File: config.mk
export PLATFORM = sky130hd
export DESIGN_NAME = dual_abs_encoder_delta_tracker
export DESIGN_NICKNAME = d
export VERILOG_FILES = /design/src/rtl/core/dadt_pkg.sv /design/src/rtl/core/dadt_lane.sv /design/src/rtl/core/dadt_merge.sv /design/src/rtl/core/dadt_obuf.sv /design/src/rtl/core/dual_abs_encoder_delta_tracker.sv
export SDC_FILE = /design/constraint.sdc
export NUM_CORES = 1
export LEC_CHECK = 0
export BUFFER_PORTS_ARGS = -buffer_cell sky130_fd_sc_hd__buf_2
export CORE_MARGIN = 4
export CORE_UTILIZATION = 40
export DETAILED_ROUTE_END_ITERATION = 8
export PLACE_DENSITY = 0.71
export SLEW_MARGIN = 20
export SYNTH_ARGS = -nofsm -noshare
export SYNTH_HDL_FRONTEND = slang
export SYNTH_SLANG_ARGS = --single-unit
export TNS_END_PERCENT = 30
File: constraint.sdc
create_clock -name clk_i -period 6.43 [get_ports clk_i]
set_input_delay 0.9645 -clock clk_i [delete_from_list [all_inputs] [get_ports clk_i]]
set_output_delay 0.9645 -clock clk_i [all_outputs]
set_load 0.1 [all_outputs]
File: src/rtl/core/dadt_pkg.sv
`default_nettype none
// ----------------------------------------------------------------------------
// dadt_pkg
// shared types and constants of the dual absolute encoder delta tracker
// ----------------------------------------------------------------------------
package dadt_pkg;

  localparam int ANGLE_BITS_DEF = 14;
  localparam int TOTAL_BITS_DEF = 32;
  localparam int GAIN_BITS      = 8;
  localparam int DIAG_BITS      = 8;
  localparam int STATUS_BITS    = 2;
  localparam int CFG_DATA_BITS  = 8;
  localparam int CFG_IDX_BITS   = 3;

  localparam int ZERO_OFFSET = 8192;
  localparam int COF_BIT     = 1;

  localparam logic [GAIN_BITS-1:0] GAIN_LOW_RST  = 8'd0;
  localparam logic [GAIN_BITS-1:0] GAIN_HIGH_RST = 8'd255;

  typedef enum logic [STATUS_BITS-1:0] {
    ST_OK   = 2'd0,
    ST_BUS  = 2'd1,
    ST_COF  = 2'd2,
    ST_GAIN = 2'd3
  } status_e;

  typedef enum logic [CFG_IDX_BITS-1:0] {
    CFG_FIRST_IS_RIGHT  = 3'd0,
    CFG_INVERT_RIGHT    = 3'd1,
    CFG_INVERT_LEFT     = 3'd2,
    CFG_GAIN_LOW_LIMIT  = 3'd3,
    CFG_GAIN_HIGH_LIMIT = 3'd4
  } cfg_idx_e;

  typedef struct packed {
    logic [GAIN_BITS-1:0] low;
    logic [GAIN_BITS-1:0] high;
  } gain_lim_t;

  typedef struct packed {
    logic first_is_right;
    logic invert_right;
    logic invert_left;
  } route_t;

  typedef struct packed {
    logic fire;
    logic rezero;
  } step_t;

endpackage
`default_nettype wire

File: src/rtl/core/dadt_lane.sv
`default_nettype none
// ----------------------------------------------------------------------------
// dadt_lane
// one sensor lane: status checks, wrapped angle delta, previous angle
// ----------------------------------------------------------------------------
module dadt_lane import dadt_pkg::*; #(
  parameter int ANGLE_BITS = ANGLE_BITS_DEF
) (
  input  wire logic                  clk_i,
  input  wire logic                  rst_ni,
  input  wire step_t                 step_i,
  input  wire gain_lim_t             lim_i,
  input  wire logic [ANGLE_BITS-1:0] angle_i,
  input  wire logic [GAIN_BITS-1:0]  gain_i,
  input  wire logic [DIAG_BITS-1:0]  diag_i,
  input  wire logic                  bus_ok_i,
  output logic      [ANGLE_BITS-1:0] delta_o,
  output status_e                    status_o
);

  logic [ANGLE_BITS-1:0] prev_q, prev_d;

  // later checks override earlier ones
  always_comb begin
    status_o = ST_OK;
    if (!bus_ok_i) begin
      status_o = ST_BUS;
    end
    if (diag_i[COF_BIT]) begin
      status_o = ST_COF;
    end
    if ((gain_i <= lim_i.low) || (gain_i >= lim_i.high)) begin
      status_o = ST_GAIN;
    end
  end

  assign delta_o = angle_i - prev_q;

  always_comb begin
    prev_d = prev_q;
    if (step_i.fire) begin
      if (!step_i.rezero || (status_o == ST_OK)) begin
        prev_d = angle_i;
      end
    end
  end

  always_ff @(posedge clk_i or negedge rst_ni) begin
    if (!rst_ni) begin
      prev_q <= ANGLE_BITS'(ZERO_OFFSET);
    end else begin
      prev_q <= prev_d;
    end
  end

endmodule
`default_nettype wire

File: src/rtl/core/dadt_merge.sv
`default_nettype none
// ----------------------------------------------------------------------------
// dadt_merge
// routes lane deltas to wheels, optionally inverts them, keeps the totals
// ----------------------------------------------------------------------------
module dadt_merge import dadt_pkg::*; #(
  parameter int ANGLE_BITS = ANGLE_BITS_DEF,
  parameter int TOTAL_BITS = TOTAL_BITS_DEF
) (
  input  wire logic                  clk_i,
  input  wire logic                  rst_ni,
  input  wire step_t                 step_i,
  input  wire route_t                route_i,
  input  wire logic [ANGLE_BITS-1:0] delta_a_i,
  input  wire logic [ANGLE_BITS-1:0] delta_b_i,
  output logic      [ANGLE_BITS-1:0] delta_right_o,
  output logic      [ANGLE_BITS-1:0] delta_left_o,
  output logic      [TOTAL_BITS-1:0] total_right_o,
  output logic      [TOTAL_BITS-1:0] total_left_o
);

  logic [ANGLE_BITS-1:0] dr_sel, dl_sel, dr, dl;
  logic [TOTAL_BITS-1:0] sum_right_q, sum_right_d, sum_left_q, sum_left_d;

  always_comb begin
    dr_sel = route_i.first_is_right ? delta_a_i : delta_b_i;
    dl_sel = route_i.first_is_right ? delta_b_i : delta_a_i;
    dr     = route_i.invert_right ? ('0 - dr_sel) : dr_sel;
    dl     = route_i.invert_left  ? ('0 - dl_sel) : dl_sel;
  end

  always_comb begin
    sum_right_d = sum_right_q;
    sum_left_d  = sum_left_q;
    if (step_i.fire) begin
      if (step_i.rezero) begin
        sum_right_d = '0;
        sum_left_d  = '0;
      end else begin
        sum_right_d = sum_right_q + TOTAL_BITS'(signed'(dr));
        sum_left_d  = sum_left_q + TOTAL_BITS'(signed'(dl));
      end
    end
  end

  assign delta_right_o = step_i.rezero ? '0 : dr;
  assign delta_left_o  = step_i.rezero ? '0 : dl;
  assign total_right_o = sum_right_d;
  assign total_left_o  = sum_left_d;

  always_ff @(posedge clk_i or negedge rst_ni) begin
    if (!rst_ni) begin
      sum_right_q <= '0;
      sum_left_q  <= '0;
    end else begin
      sum_right_q <= sum_right_d;
      sum_left_q  <= sum_left_d;
    end
  end

endmodule
`default_nettype wire

File: src/rtl/core/dadt_obuf.sv
`default_nettype none
// ----------------------------------------------------------------------------
// dadt_obuf
// two-entry result buffer between the datapath and the output channel
// ----------------------------------------------------------------------------
module dadt_obuf import dadt_pkg::*; #(
  parameter int WIDTH = 2 * ANGLE_BITS_DEF + 2 * TOTAL_BITS_DEF + 2 * STATUS_BITS
) (
  input  wire logic             clk_i,
  input  wire logic             rst_ni,
  input  wire logic             push_i,
  input  wire logic [WIDTH-1:0] data_i,
  output logic                  full_o,
  output logic                  out_valid_o,
  input  wire logic             out_ready_i,
  output logic      [WIDTH-1:0] data_o
);

  logic [WIDTH-1:0] mem_q [2];
  logic             wr_ptr_q, wr_ptr_d, rd_ptr_q, rd_ptr_d;
  logic [1:0]       count_q, count_d;
  logic             pop;

  assign full_o      = count_q[1];
  assign out_valid_o = (count_q != 2'd0);
  assign data_o      = mem_q[rd_ptr_q];
  assign pop         = out_valid_o && out_ready_i;

  always_comb begin
    wr_ptr_d = push_i ? ~wr_ptr_q : wr_ptr_q;
    rd_ptr_d = pop ? ~rd_ptr_q : rd_ptr_q;
    count_d  = count_q;
    if (push_i && !pop) begin
      count_d = count_q + 2'd1;
    end else if (pop && !push_i) begin
      count_d = count_q - 2'd1;
    end
  end

  always_ff @(posedge clk_i or negedge rst_ni) begin
    if (!rst_ni) begin
      wr_ptr_q <= 1'b0;
      rd_ptr_q <= 1'b0;
      count_q  <= 2'd0;
    end else begin
      wr_ptr_q <= wr_ptr_d;
      rd_ptr_q <= rd_ptr_d;
      count_q  <= count_d;
    end
  end

  always_ff @(posedge clk_i) begin
    if (push_i) begin
      mem_q[wr_ptr_q] <= data_i;
    end
  end

endmodule
`default_nettype wire

File: src/rtl/core/dual_abs_encoder_delta_tracker.sv
// a result is registered in the two-entry result buffer at its input transfer
// throughput: one item per cycle while the buffer is not full; the two sensor
// lanes and merge run in the transfer cycle, the buffer absorbs output stalls
// reset: previous angles go to the zero offset point, totals to zero, the
// result buffer empties and the registers take their reset values
`default_nettype none
// ----------------------------------------------------------------------------
// dual_abs_encoder_delta_tracker
// two absolute encoder lanes with wrapped deltas and running wheel totals
// ----------------------------------------------------------------------------
module dual_abs_encoder_delta_tracker import dadt_pkg::*; #(
  parameter int ANGLE_BITS = ANGLE_BITS_DEF,
  parameter int TOTAL_BITS = TOTAL_BITS_DEF
) (
  input  wire logic                         clk_i,
  input  wire logic                         rst_ni,
  input  wire logic                         cfg_we_i,
  input  wire logic        [CFG_IDX_BITS-1:0]  cfg_idx_i,
  input  wire logic        [CFG_DATA_BITS-1:0] cfg_wdata_i,
  input  wire logic                         in_valid_i,
  output logic                              in_ready_o,
  input  wire logic                         command_i,
  input  wire logic        [ANGLE_BITS-1:0] angle_a_i,
  input  wire logic        [GAIN_BITS-1:0]  gain_a_i,
  input  wire logic        [DIAG_BITS-1:0]  diag_a_i,
  input  wire logic                         bus_ok_a_i,
  input  wire logic        [ANGLE_BITS-1:0] angle_b_i,
  input  wire logic        [GAIN_BITS-1:0]  gain_b_i,
  input  wire logic        [DIAG_BITS-1:0]  diag_b_i,
  input  wire logic                         bus_ok_b_i,
  output logic                              out_valid_o,
  input  wire logic                         out_ready_i,
  output logic signed      [ANGLE_BITS-1:0] delta_right_o,
  output logic signed      [ANGLE_BITS-1:0] delta_left_o,
  output logic signed      [TOTAL_BITS-1:0] total_right_o,
  output logic signed      [TOTAL_BITS-1:0] total_left_o,
  output logic             [STATUS_BITS-1:0] status_a_o,
  output logic             [STATUS_BITS-1:0] status_b_o
);

  localparam int RES_W = 2 * ANGLE_BITS + 2 * TOTAL_BITS + 2 * STATUS_BITS;

  route_t    route_q;
  gain_lim_t lim_q;
  step_t     step;
  logic      full;

  logic [ANGLE_BITS-1:0] delta_a, delta_b, dr, dl;
  logic [TOTAL_BITS-1:0] tr, tl;
  status_e               st_a, st_b;
  logic [RES_W-1:0]      res, res_out;

  always_ff @(posedge clk_i or negedge rst_ni) begin
    if (!rst_ni) begin
      route_q.first_is_right <= 1'b1;
      route_q.invert_right   <= 1'b0;
      route_q.invert_left    <= 1'b0;
      lim_q.low              <= GAIN_LOW_RST;
      lim_q.high             <= GAIN_HIGH_RST;
    end else if (cfg_we_i) begin
      unique case (cfg_idx_i)
        CFG_FIRST_IS_RIGHT:  route_q.first_is_right <= cfg_wdata_i[0];
        CFG_INVERT_RIGHT:    route_q.invert_right   <= cfg_wdata_i[0];
        CFG_INVERT_LEFT:     route_q.invert_left    <= cfg_wdata_i[0];
        CFG_GAIN_LOW_LIMIT:  lim_q.low              <= cfg_wdata_i[GAIN_BITS-1:0];
        CFG_GAIN_HIGH_LIMIT: lim_q.high             <= cfg_wdata_i[GAIN_BITS-1:0];
        default: ;
      endcase
    end
  end

  assign in_ready_o  = !full;
  assign step.fire   = in_valid_i && in_ready_o;
  assign step.rezero = command_i;

  dadt_lane #(.ANGLE_BITS(ANGLE_BITS)) u_lane_a (
    .clk_i    (clk_i),
    .rst_ni   (rst_ni),
    .step_i   (step),
    .lim_i    (lim_q),
    .angle_i  (angle_a_i),
    .gain_i   (gain_a_i),
    .diag_i   (diag_a_i),
    .bus_ok_i (bus_ok_a_i),
    .delta_o  (delta_a),
    .status_o (st_a)
  );

  dadt_lane #(.ANGLE_BITS(ANGLE_BITS)) u_lane_b (
    .clk_i    (clk_i),
    .rst_ni   (rst_ni),
    .step_i   (step),
    .lim_i    (lim_q),
    .angle_i  (angle_b_i),
    .gain_i   (gain_b_i),
    .diag_i   (diag_b_i),
    .bus_ok_i (bus_ok_b_i),
    .delta_o  (delta_b),
    .status_o (st_b)
  );

  dadt_merge #(.ANGLE_BITS(ANGLE_BITS), .TOTAL_BITS(TOTAL_BITS)) u_merge (
    .clk_i         (clk_i),
    .rst_ni        (rst_ni),
    .step_i        (step),
    .route_i       (route_q),
    .delta_a_i     (delta_a),
    .delta_b_i     (delta_b),
    .delta_right_o (dr),
    .delta_left_o  (dl),
    .total_right_o (tr),
    .total_left_o  (tl)
  );

  assign res = {dr, dl, tr, tl, st_a, st_b};

  dadt_obuf #(.WIDTH(RES_W)) u_obuf (
    .clk_i       (clk_i),
    .rst_ni      (rst_ni),
    .push_i      (step.fire),
    .data_i      (res),
    .full_o      (full),
    .out_valid_o (out_valid_o),
    .out_ready_i (out_ready_i),
    .data_o      (res_out)
  );

  assign {delta_right_o, delta_left_o, total_right_o, total_left_o, status_a_o, status_b_o}
    = res_out;

endmodule
`default_nettype wire

==> results.toml, run 1 <==
[run_status]
outcome = "completed"

[finish]
finish.utilization_pct = 50.4
num_antenna_cells = 0
fillerInstances = 3789
syn2layout_area_growth_pct = 24.8
drive_above_1_share_pct = 33.4
layout.nets = 2060
final_cell_count_no_fill = 2459
postLayoutCellArea_sq_um = 21700

[synthesis]
synthesis.area_per_instance_sq_um = 11.6
synth-main-ff-cell = "sky130_fd_sc_hd__edfxtp_1"
synth_area_sq_um = 17400
post_synthesis_sequential_area_ratio_pct = 49.7
synth_nets = 1707
dominant_cell_by_count_in_the_synthesized_netlist = "sky130_fd_sc_hd__edfxtp_1"
synth_seq_cells = 307
yosysTopAreaCell = "sky130_fd_sc_hd__edfxtp_1"
synthDominantCellAreaShare_pct = 33.1
syn_inst = 1495
post_synth_num_cell_types = 73
netlist_top_cells_count = "192 x sky130_fd_sc_hd__edfxtp_1, 138 x sky130_fd_sc_hd__mux2_2, 129 x sky130_fd_sc_hd__ha_1"
synth_edf_count = 192
synth.top_cells.by_area = "sky130_fd_sc_hd__edfxtp_1 33%, sky130_fd_sc_hd__dfrtp_1 15%, sky130_fd_sc_hd__ha_1 9.3%"
synth-warning-count = 0
postSynth.asyncResetShare_pct = 37.5

[sta]
final_critical_path_setup_slack_ps = 235
setup_viol = 0
post-route-period-util_pct = 96.3
max_slew_margin_pct = 36.8
finalClockSkew_ps = 28.1
minimum_period_implied_by_the_final_worst_setup_slack_ps = 6190
timing.fmax_ghz = 0.161
tightestPinTransition_ps = 946
final-max-slew-violation-count = 0
hold_viol = 0

[routing]
drc = 0
postRouteWirelength_microns = 42900
vias = 12900
number_of_detailed_route_iterations_in_the_first_pass = 5
ant_nets = 0
detailedRoute.firstIterationViolations = 529
vias_per_cell = 5.23
routedWlPerCell_microns = 17.5

[setup_path]
cp_data_arrival_time_ps = 6450
worst_r2r_path_depth = 25
worstSetupPathType = "primary input to register"
crit_fanout = 7
critical_path_rt_ps = 6690
critical_path.startpoint_type = "primary input"
crit_path_end_kind = "register"

[floorplan]
floorplan.initialDensity_pct = 40.4
core_region_area_sq_um = 43100
die_h_microns = 217
num_rows = 76
die_x_microns = 217
die_area_sq_um = 46900
ios = 177

[global_routing]
maximum_number_of_pins_on_one_net_before_global_route_repair = 75
first_pass_grt_wire_length_microns = 68300
grt_usage_pct = 18.0
grt_overflow = 0
via_count_of_the_first_global_routing_pass = 13000
grt_antenna_before_repair = 1

[placement]
placement.setup.worst_slack_ps = -529
post_dp_cell_area_sq_um = 20300
port_buffers = 162
place.detailed.hpwl_microns = 31400
globalplace.congestion = 0.890
placed_cells = 2389

[clocking]
worst_skew_pair.late_latency_ps = 540
tritoncts_sinks = 307
cts-htree-levels = 2
ctsLongestPathBuffers = 3
clk_transition_reported_paths_ps = 60
tritoncts = "done"
cts_buffers = 36
cts_root_buffer = "sky130_fd_sc_hd__clkbuf_16"

[flow_run]
timing.max_cap.violations = 0

[worst_hold_path]
hold_path.class = "primary input to asynchronous set/reset pin"
## state kept, by name, indices dropped and copies added, names as in the netlist
signal,count
u_obuf.mem_q,192
u_merge.sum_left_q,32
u_merge.sum_right_q,32
lim_q,16
u_lane_a.prev_q,14
u_lane_b.prev_q,14
route_q,3
u_obuf.count_q,2
u_obuf.rd_ptr_q,1
u_obuf.wr_ptr_q,1
## cell families (layout without fill, tap and decap cells)
kind of cell,Yosys count,after routing,synth area share (%)
xor+xnor,92,92,4.63
compound gates,360,360,14.2
simple gates,337,337,9.87
flops,307,307,49.7
buf+inv,124,503,2.70
mux,142,142,9.15
fa+ha+maj,133,133,9.73
## per-stage QoR
stage               hold WS, ps  setup TNS [ps]
finish                      484               0
global placement            489           -3370
CTS                         509               0
global route                515            -122
floorplan                   474               0
detailed placement          495           -4800
## per-layer routing
layer	global-route usage, %	share of wire (%)	up-vias
met5	0	0.028	-
met4	4.25	2.1	2
met3	4.57	5.8	65
met2	30.6	48	268
met1	23.2	44	6242
li1	-	-	6287
## area by class of cell
class	count	area, sq um	area share, %
sequential	307	8660	39.9
multi-input combinational	1064	8560	39.4
timing repair buffer	363	2360	10.8
clock buffer	44	962	4.43
tap	585	732	3.37
inverter	76	285	1.31
clock inverter	20	174	0.800
## placed cells by master, fill, tap and decap left out, types with 69 or more instances in the layout
cell / Yosys / routed
sky130_fd_sc_hd__nor2_1: 73 / 69
sky130_fd_sc_hd__edfxtp_1: 192 / 192
sky130_fd_sc_hd__mux2_2: 138 / 138
sky130_fd_sc_hd__a21oi_1: 84 / 81
sky130_fd_sc_hd__ha_1: 129 / 124
sky130_fd_sc_hd__dfrtp_1: 104 / 103
sky130_fd_sc_hd__buf_4: 0 / 198
sky130_fd_sc_hd__buf_2: 4 / 160
sky130_fd_sc_hd__nand2_1: 80 / 79
sky130_fd_sc_hd__inv_1: 76 / 75
## worst max-delay path, stage by stage
cell and delay, ps:
sky130_fd_sc_hd__buf_6 70, sky130_fd_sc_hd__inv_2 40, sky130_fd_sc_hd__ha_4 150, sky130_fd_sc_hd__fa_2 380, sky130_fd_sc_hd__nand2b_4 160, sky130_fd_sc_hd__a21o_4 220, sky130_fd_sc_hd__a2111oi_4 430, sky130_fd_sc_hd__o21ai_0 150
sky130_fd_sc_hd__nor3b_2 170, sky130_fd_sc_hd__buf_4 160, sky130_fd_sc_hd__mux2i_4 190, sky130_fd_sc_hd__o41ai_4 120, sky130_fd_sc_hd__and3_4 230, sky130_fd_sc_hd__nor2_4 370, sky130_fd_sc_hd__ha_4 280, sky130_fd_sc_hd__a21oi_2 120
sky130_fd_sc_hd__nor2_1 50, sky130_fd_sc_hd__a211o_1 250, sky130_fd_sc_hd__a21o_1 170, sky130_fd_sc_hd__a211o_1 310, sky130_fd_sc_hd__a2111oi_4 380, sky130_fd_sc_hd__o31ai_2 130, sky130_fd_sc_hd__o41ai_2 290, sky130_fd_sc_hd__buf_4 160
sky130_fd_sc_hd__or3_4 110, sky130_fd_sc_hd__a211oi_1 60, sky130_fd_sc_hd__a311o_1 330
## final timing paths
check | start | end | slack, ps
worst max-delay path | angle_b_i[0] | u_obuf.mem_q[1][67] | 240
worst min-delay path | rst_ni | lim_q[11] | 480
worst max register to register | u_lane_b.prev_q[0] | u_obuf.mem_q[1][67] | 340
worst min register to register | u_lane_b.prev_q[12] | u_lane_b.prev_q[12] | 500
max in group asynchronous | rst_ni | u_merge.sum_right_q[19] | 4810
min in group clk_i | u_lane_b.prev_q[12] | u_lane_b.prev_q[12] | 500
## what timing repair did
item                                    in CTS  in global routing
gates resized for setup                      0                 41
pin swaps                                    1                 21
buffers inserted                             0                  6
cloned                                       0                  0
endpoints found under the setup margin       2                 21
hold buffers                                 0                  0
Power of run 1 is left out: the tool's default activity adds up to more than one toggle a clock period on the data nets, which glitch-free logic cannot reach.
==> inputs of run 2 (changes only) <==
--- a/config.mk
+++ b/config.mk
@@ -9,6 +9,7 @@
 export CORE_MARGIN = 4
 export CORE_UTILIZATION = 40
 export DETAILED_ROUTE_END_ITERATION = 8
+export MAX_ROUTING_LAYER = met4
 export PLACE_DENSITY = 0.71
 export SLEW_MARGIN = 20
 export SYNTH_ARGS = -nofsm -noshare
==> results.toml, run 2 (same netlist as run 1, synthesis figures left out) <==
[run_status]
outcome = "completed"

[sta]
tightestPinTransition_ps = 965
hold_viol = 0
setup_total_negative_slack_ps = 0
timing.hold.ws_ps = 461
setup_viol = 0
final-max-slew-violation-count = 0
timing.fmax_ghz = 0.160
minimum_period_implied_by_the_final_worst_setup_slack_ps = 6230
post-route-period-util_pct = 96.9
finalClockSkew_ps = 14.0
max_slew_margin_pct = 35.7

[finish]
final_cell_count_no_fill = 2467
max_ffs_per_register = 192
largest-register = "u_obuf.mem_q"
final_common_cell = "sky130_fd_sc_hd__buf_4"
mostFrequentLayoutCells = "207 x sky130_fd_sc_hd__buf_4, 192 x sky130_fd_sc_hd__edfxtp_1, 160 x sky130_fd_sc_hd__buf_2"
layout.nets = 2067
largest_registers = "u_obuf.mem_q (192), u_merge.sum_left_q (32), u_merge.sum_right_q (32)"
postLayoutCellArea_sq_um = 21800
drive_above_1_share_pct = 33.3
syn2layout_area_growth_pct = 24.9
num_antenna_cells = 0

[placement]
post_dp_cell_area_sq_um = 20300
place.detailed.hpwl_microns = 31600
port_buffers = 162
placed_cells = 2395
globalplace.congestion = 0.919

[clocking]
worst_skew_pair.late_latency_ps = 540
clk_transition_reported_paths_ps = 60
cts-htree-levels = 2
cts_hold_buffers = 0
ctsLongestPathBuffers = 3
cts_root_buffer = "sky130_fd_sc_hd__clkbuf_16"
cts_buffers = 36
tritoncts = "done"
tritoncts_sinks = 307

[routing]
routedWlPerCell_microns = 17.6
number_of_detailed_route_iterations_in_the_first_pass = 5
detailedRoute.firstIterationViolations = 623
top_layer = "met4"
wl_met3_microns = 2450
vias_per_cell = 5.20
vias = 12800
wl_met1_microns = 19000
drc = 0
postRouteWirelength_microns = 43400
routed-wl-met2_microns = 21000
ant_nets = 0

[setup_path]
critical_path.startpoint_type = "primary input"
cp_data_arrival_time_ps = 6510
path_buf_inv = 3
crit_path_end_kind = "register"
timing.critical_path.slowest_stage_cell = "sky130_fd_sc_hd__o41ai_4"
worstSetupPathType = "primary input to register"
cp_slowest_stage_delay_ps = 420
crit_fanout = 8
critical_path_rt_ps = 6700
cpMostUsedCell = "sky130_fd_sc_hd__a211o_1"
cp_top_family = "compound AO/OA/AOI/OAI gates"

[worst_hold_path]
hold_path.class = "primary input to asynchronous set/reset pin"

[flow_run]
timing.max_cap.violations = 0

[global_routing]
maximum_number_of_pins_on_one_net_before_global_route_repair = 67
grt_usage_pct = 18.9
first_pass_grt_wire_length_microns = 69900
grt_overflow = 0
grt_antenna_before_repair = 0
via_count_of_the_first_global_routing_pass = 13300

[floorplan]
ios = 177
die_area_sq_um = 46900
floorplan.initialDensity_pct = 40.4
num_rows = 76
core_region_area_sq_um = 43100
die_h_microns = 217
die_x_microns = 217
-- run 2: cell count changes in the layout (fill, tap and decap cells not counted), moves of 2 or more --
cell / previous run / this run
sky130_fd_sc_hd__buf_4: 198 / 207
sky130_fd_sc_hd__clkinvlp_4: 3 / 0
sky130_fd_sc_hd__inv_6: 1 / 3
sky130_fd_sc_hd__clkinv_1: 4 / 6
-- run 2: timing repair --
item                                    4_1_cts  5_1_grt
endpoints found under the setup margin        2       14
gates cloned                                  0        0
pin swaps                                     1       22
buffers inserted                              1        6
resized for setup                             0       38
-- run 2: per-stage QoR --
step	utilization, %	setup WS, ps
after detailed placement	47.2	-578
final	50.5	197
after CTS	49.9	0.356
after floorplan	-	2.64
after global routing	50.5	-10.8
after global placement	47.2	-506
-- run 2: area by class of cell --
cell class / instances / area [sq um]
well taps: 585 / 732
fillers: 3763 / 21300
flip-flops and latches: 307 / 8660
clock buffers: 44 / 962
multi-input cells: 1064 / 8530
repair buffers: 370 / 2390
inverters: 76 / 288
clock inverters: 21 / 195
-- run 2: layer usage --
metal  track usage, %  up-vias
li1                 -     6295
met1             23.5     6219
met2             31.3      247
met3             4.58       56
met4             4.69        0
met5                -        -
-- run 2: worst paths after layout --
path	from	endpoint	slack, ps	cells after the start
worst max-delay path	angle_b_i[1]	u_obuf.mem_q[1][67]	200	25
worst max register to register	u_lane_b.prev_q[0]	u_obuf.mem_q[1][67]	330	25
worst min register to register	u_lane_b.prev_q[12]	u_lane_b.prev_q[12]	500	1
worst min-delay path	rst_ni	lim_q[12]	460	1
min in group clk_i	u_lane_b.prev_q[12]	u_lane_b.prev_q[12]	500	1
max in group asynchronous	rst_ni	u_merge.sum_left_q[13]	4540	2
Power of run 2 is left out for the same reason.
==> inputs of run 3 (changes only) <==
--- a/config.mk
+++ b/config.mk
@@ -6,11 +6,14 @@
 export NUM_CORES = 1
 export LEC_CHECK = 0
 export BUFFER_PORTS_ARGS = -buffer_cell sky130_fd_sc_hd__buf_2
+export CELL_PAD_IN_SITES_DETAIL_PLACEMENT = 1
+export CELL_PAD_IN_SITES_GLOBAL_PLACEMENT = 1
 export CORE_MARGIN = 4
 export CORE_UTILIZATION = 40
 export DETAILED_ROUTE_END_ITERATION = 8
+export GPL_TIMING_DRIVEN = 0
 export MAX_ROUTING_LAYER = met4
-export PLACE_DENSITY = 0.71
+export PLACE_DENSITY = 0.83
 export SLEW_MARGIN = 20
 export SYNTH_ARGS = -nofsm -noshare
 export SYNTH_HDL_FRONTEND = slang
==> results.toml, run 3 (same netlist as run 1, synthesis figures left out) <==
[placement]
place.detailed.hpwl_microns = 37300
port_buffers = 161
globalplace.congestion = 0.895

[sta]
final-max-slew-violation-count = 0
finalClockSkew_ps = 24.1
max_slew_margin_pct = 37.9
minimum_period_implied_by_the_final_worst_setup_slack_ps = 6260
hold_viol = 0
timing.fmax_ghz = 0.160
setup_repair_after_global_routing_missed_its_margin = "true"
tightestPinTransition_ps = 920
setup_viol = 0
post-route-period-util_pct = 97.4

[routing]
detailedRoute.firstIterationViolations = 575
ant_nets = 0
postRouteWirelength_microns = 51300
vias_per_cell = 5.52
vias = 12900
routedWlPerCell_microns = 21.9
number_of_detailed_route_iterations_in_the_first_pass = 4
drc = 0

[floorplan]
ios = 177
core_region_area_sq_um = 43100
die_x_microns = 217
floorplan.initialDensity_pct = 40.4
num_rows = 76
die_area_sq_um = 46900
die_h_microns = 217

[setup_path]
crit_fanout = 7
r2r_slack_ps = 270
crit_path_end_kind = "register"
worstReg2RegStart = "u_lane_b.prev_q[0]"
critical_path_rt_ps = 6710
worstSetupPathType = "primary input to register"
cp_data_arrival_time_ps = 6540
critical_path.startpoint_type = "primary input"
crit-reg2reg-capture = "u_obuf.mem_q[1][67]"
worst_r2r_path_depth = 26

[worst_hold_path]
hold_path.class = "primary input to asynchronous set/reset pin"

[finish]
num_antenna_cells = 0
largest-register = "u_obuf.mem_q"
fillerInstances = 4573
finish.utilization_pct = 49.3
largest_registers = "u_obuf.mem_q (192), u_merge.sum_left_q (32), u_merge.sum_right_q (32)"
drive_above_1_share_pct = 28.6
seqCellArea_sq_um = 8660
final_common_cell = "sky130_fd_sc_hd__edfxtp_1"
layout.nets = 1947
max_ffs_per_register = 192
multi_input_comb_area_sq_um = 8850
syn2layout_area_growth_pct = 22.0
mostFrequentLayoutCells = "192 x sky130_fd_sc_hd__edfxtp_1, 163 x sky130_fd_sc_hd__buf_2, 138 x sky130_fd_sc_hd__mux2_2"

[clocking]
cts_hold_buffers = 0
tritoncts = "done"
worst_skew_pair.late_latency_ps = 550
cts_buffers = 36
cts-htree-levels = 2
tritoncts_sinks = 307
clk_transition_reported_paths_ps = 60
cts_root_buffer = "sky130_fd_sc_hd__clkbuf_16"
ctsLongestPathBuffers = 3

[flow_run]
timing.max_cap.violations = 0

[global_routing]
maximum_number_of_pins_on_one_net_before_global_route_repair = 64
first_pass_grt_wire_length_microns = 77900
grt_usage_pct = 21.7
grt_antenna_before_repair = 1
grt_overflow = 0
via_count_of_the_first_global_routing_pass = 13800

[run_status]
outcome = "completed"
run 3: metrics by stage:
step | std cells | hold slack (ps) | instance area, sq um | setup WS, ps | setup TNS (ps)
6_report | 2346 | 334 | 21300 | 166 | 0
5_1_grt | 2346 | 374 | 21300 | -53.9 | -294
4_1_cts | 2330 | 350 | 20800 | 21.1 | 0
3_5_place_dp | 2250 | 495 | 19200 | -2430 | -64230
3_3_place_gp | 2241 | 488 | 19000 | -2710 | -567530
2_1_floorplan | 1495 | 474 | 17500 | 2.64 | 0
run 3: how the worst max path moves through the flow:
stage,to,from,cells past startpoint
floorplan,u_obuf.mem_q[0][67],angle_a_i[0],25
global placement,u_obuf.mem_q[1][41],in_valid_i,6
global route,u_obuf.mem_q[1][34],angle_b_i[0],27
CTS,u_obuf.mem_q[1][67],angle_b_i[0],27
finish,u_obuf.mem_q[1][67],angle_a_i[4],24
detailed placement,u_obuf.mem_q[0][35],angle_b_i[0],23
run 3: layout make-up:
type,count,area share [%]
plain buffers,44,0.801
multi-input cells,1066,41.7
clock inverters,17,1.14
clock buffers,47,4.67
flip-flops and latches,307,40.7
inverters,76,1.35
well taps,585,3.44
repair buffers,204,6.19
run 3: critical path, cell delays in order:
cell	delay (ps)
sky130_fd_sc_hd__buf_2	110
sky130_fd_sc_hd__ha_1	290
sky130_fd_sc_hd__buf_2	170
sky130_fd_sc_hd__a21oi_1	300
sky130_fd_sc_hd__a31oi_1	200
sky130_fd_sc_hd__o211ai_2	270
sky130_fd_sc_hd__a21boi_1	170
sky130_fd_sc_hd__or4_1	520
sky130_fd_sc_hd__and3_1	270
sky130_fd_sc_hd__and3_4	250
sky130_fd_sc_hd__nor2_4	300
sky130_fd_sc_hd__buf_6	160
sky130_fd_sc_hd__ha_4	200
sky130_fd_sc_hd__a21o_1	180
sky130_fd_sc_hd__a21o_1	160
sky130_fd_sc_hd__a21oi_2	170
sky130_fd_sc_hd__nor2_1	70
sky130_fd_sc_hd__a211o_1	300
sky130_fd_sc_hd__a2111oi_4	430
sky130_fd_sc_hd__o31ai_2	120
sky130_fd_sc_hd__o41ai_2	280
sky130_fd_sc_hd__or3_1	200
sky130_fd_sc_hd__a211oi_2	80
sky130_fd_sc_hd__a311o_1	380
run 3: what timing repair did:
action	4_1_cts	5_1_grt
setup endpoints to repair	55	26
cloned	2	0
pin swaps	16	42
buffers inserted	16	18
hold endpoints to repair	0	0
resized for setup	39	65
run 3: layer usage:
metal  part of all wire, %  vias to the layer above  track usage, %
met3                   5.1                       88            4.08
met2                    50                      316            37.3
met5                     0                        -               -
met4                   3.0                        0            6.68
li1                      -                     6051               -
met1                    42                     6485            25.9
Power of run 3 is left out for the same reason.
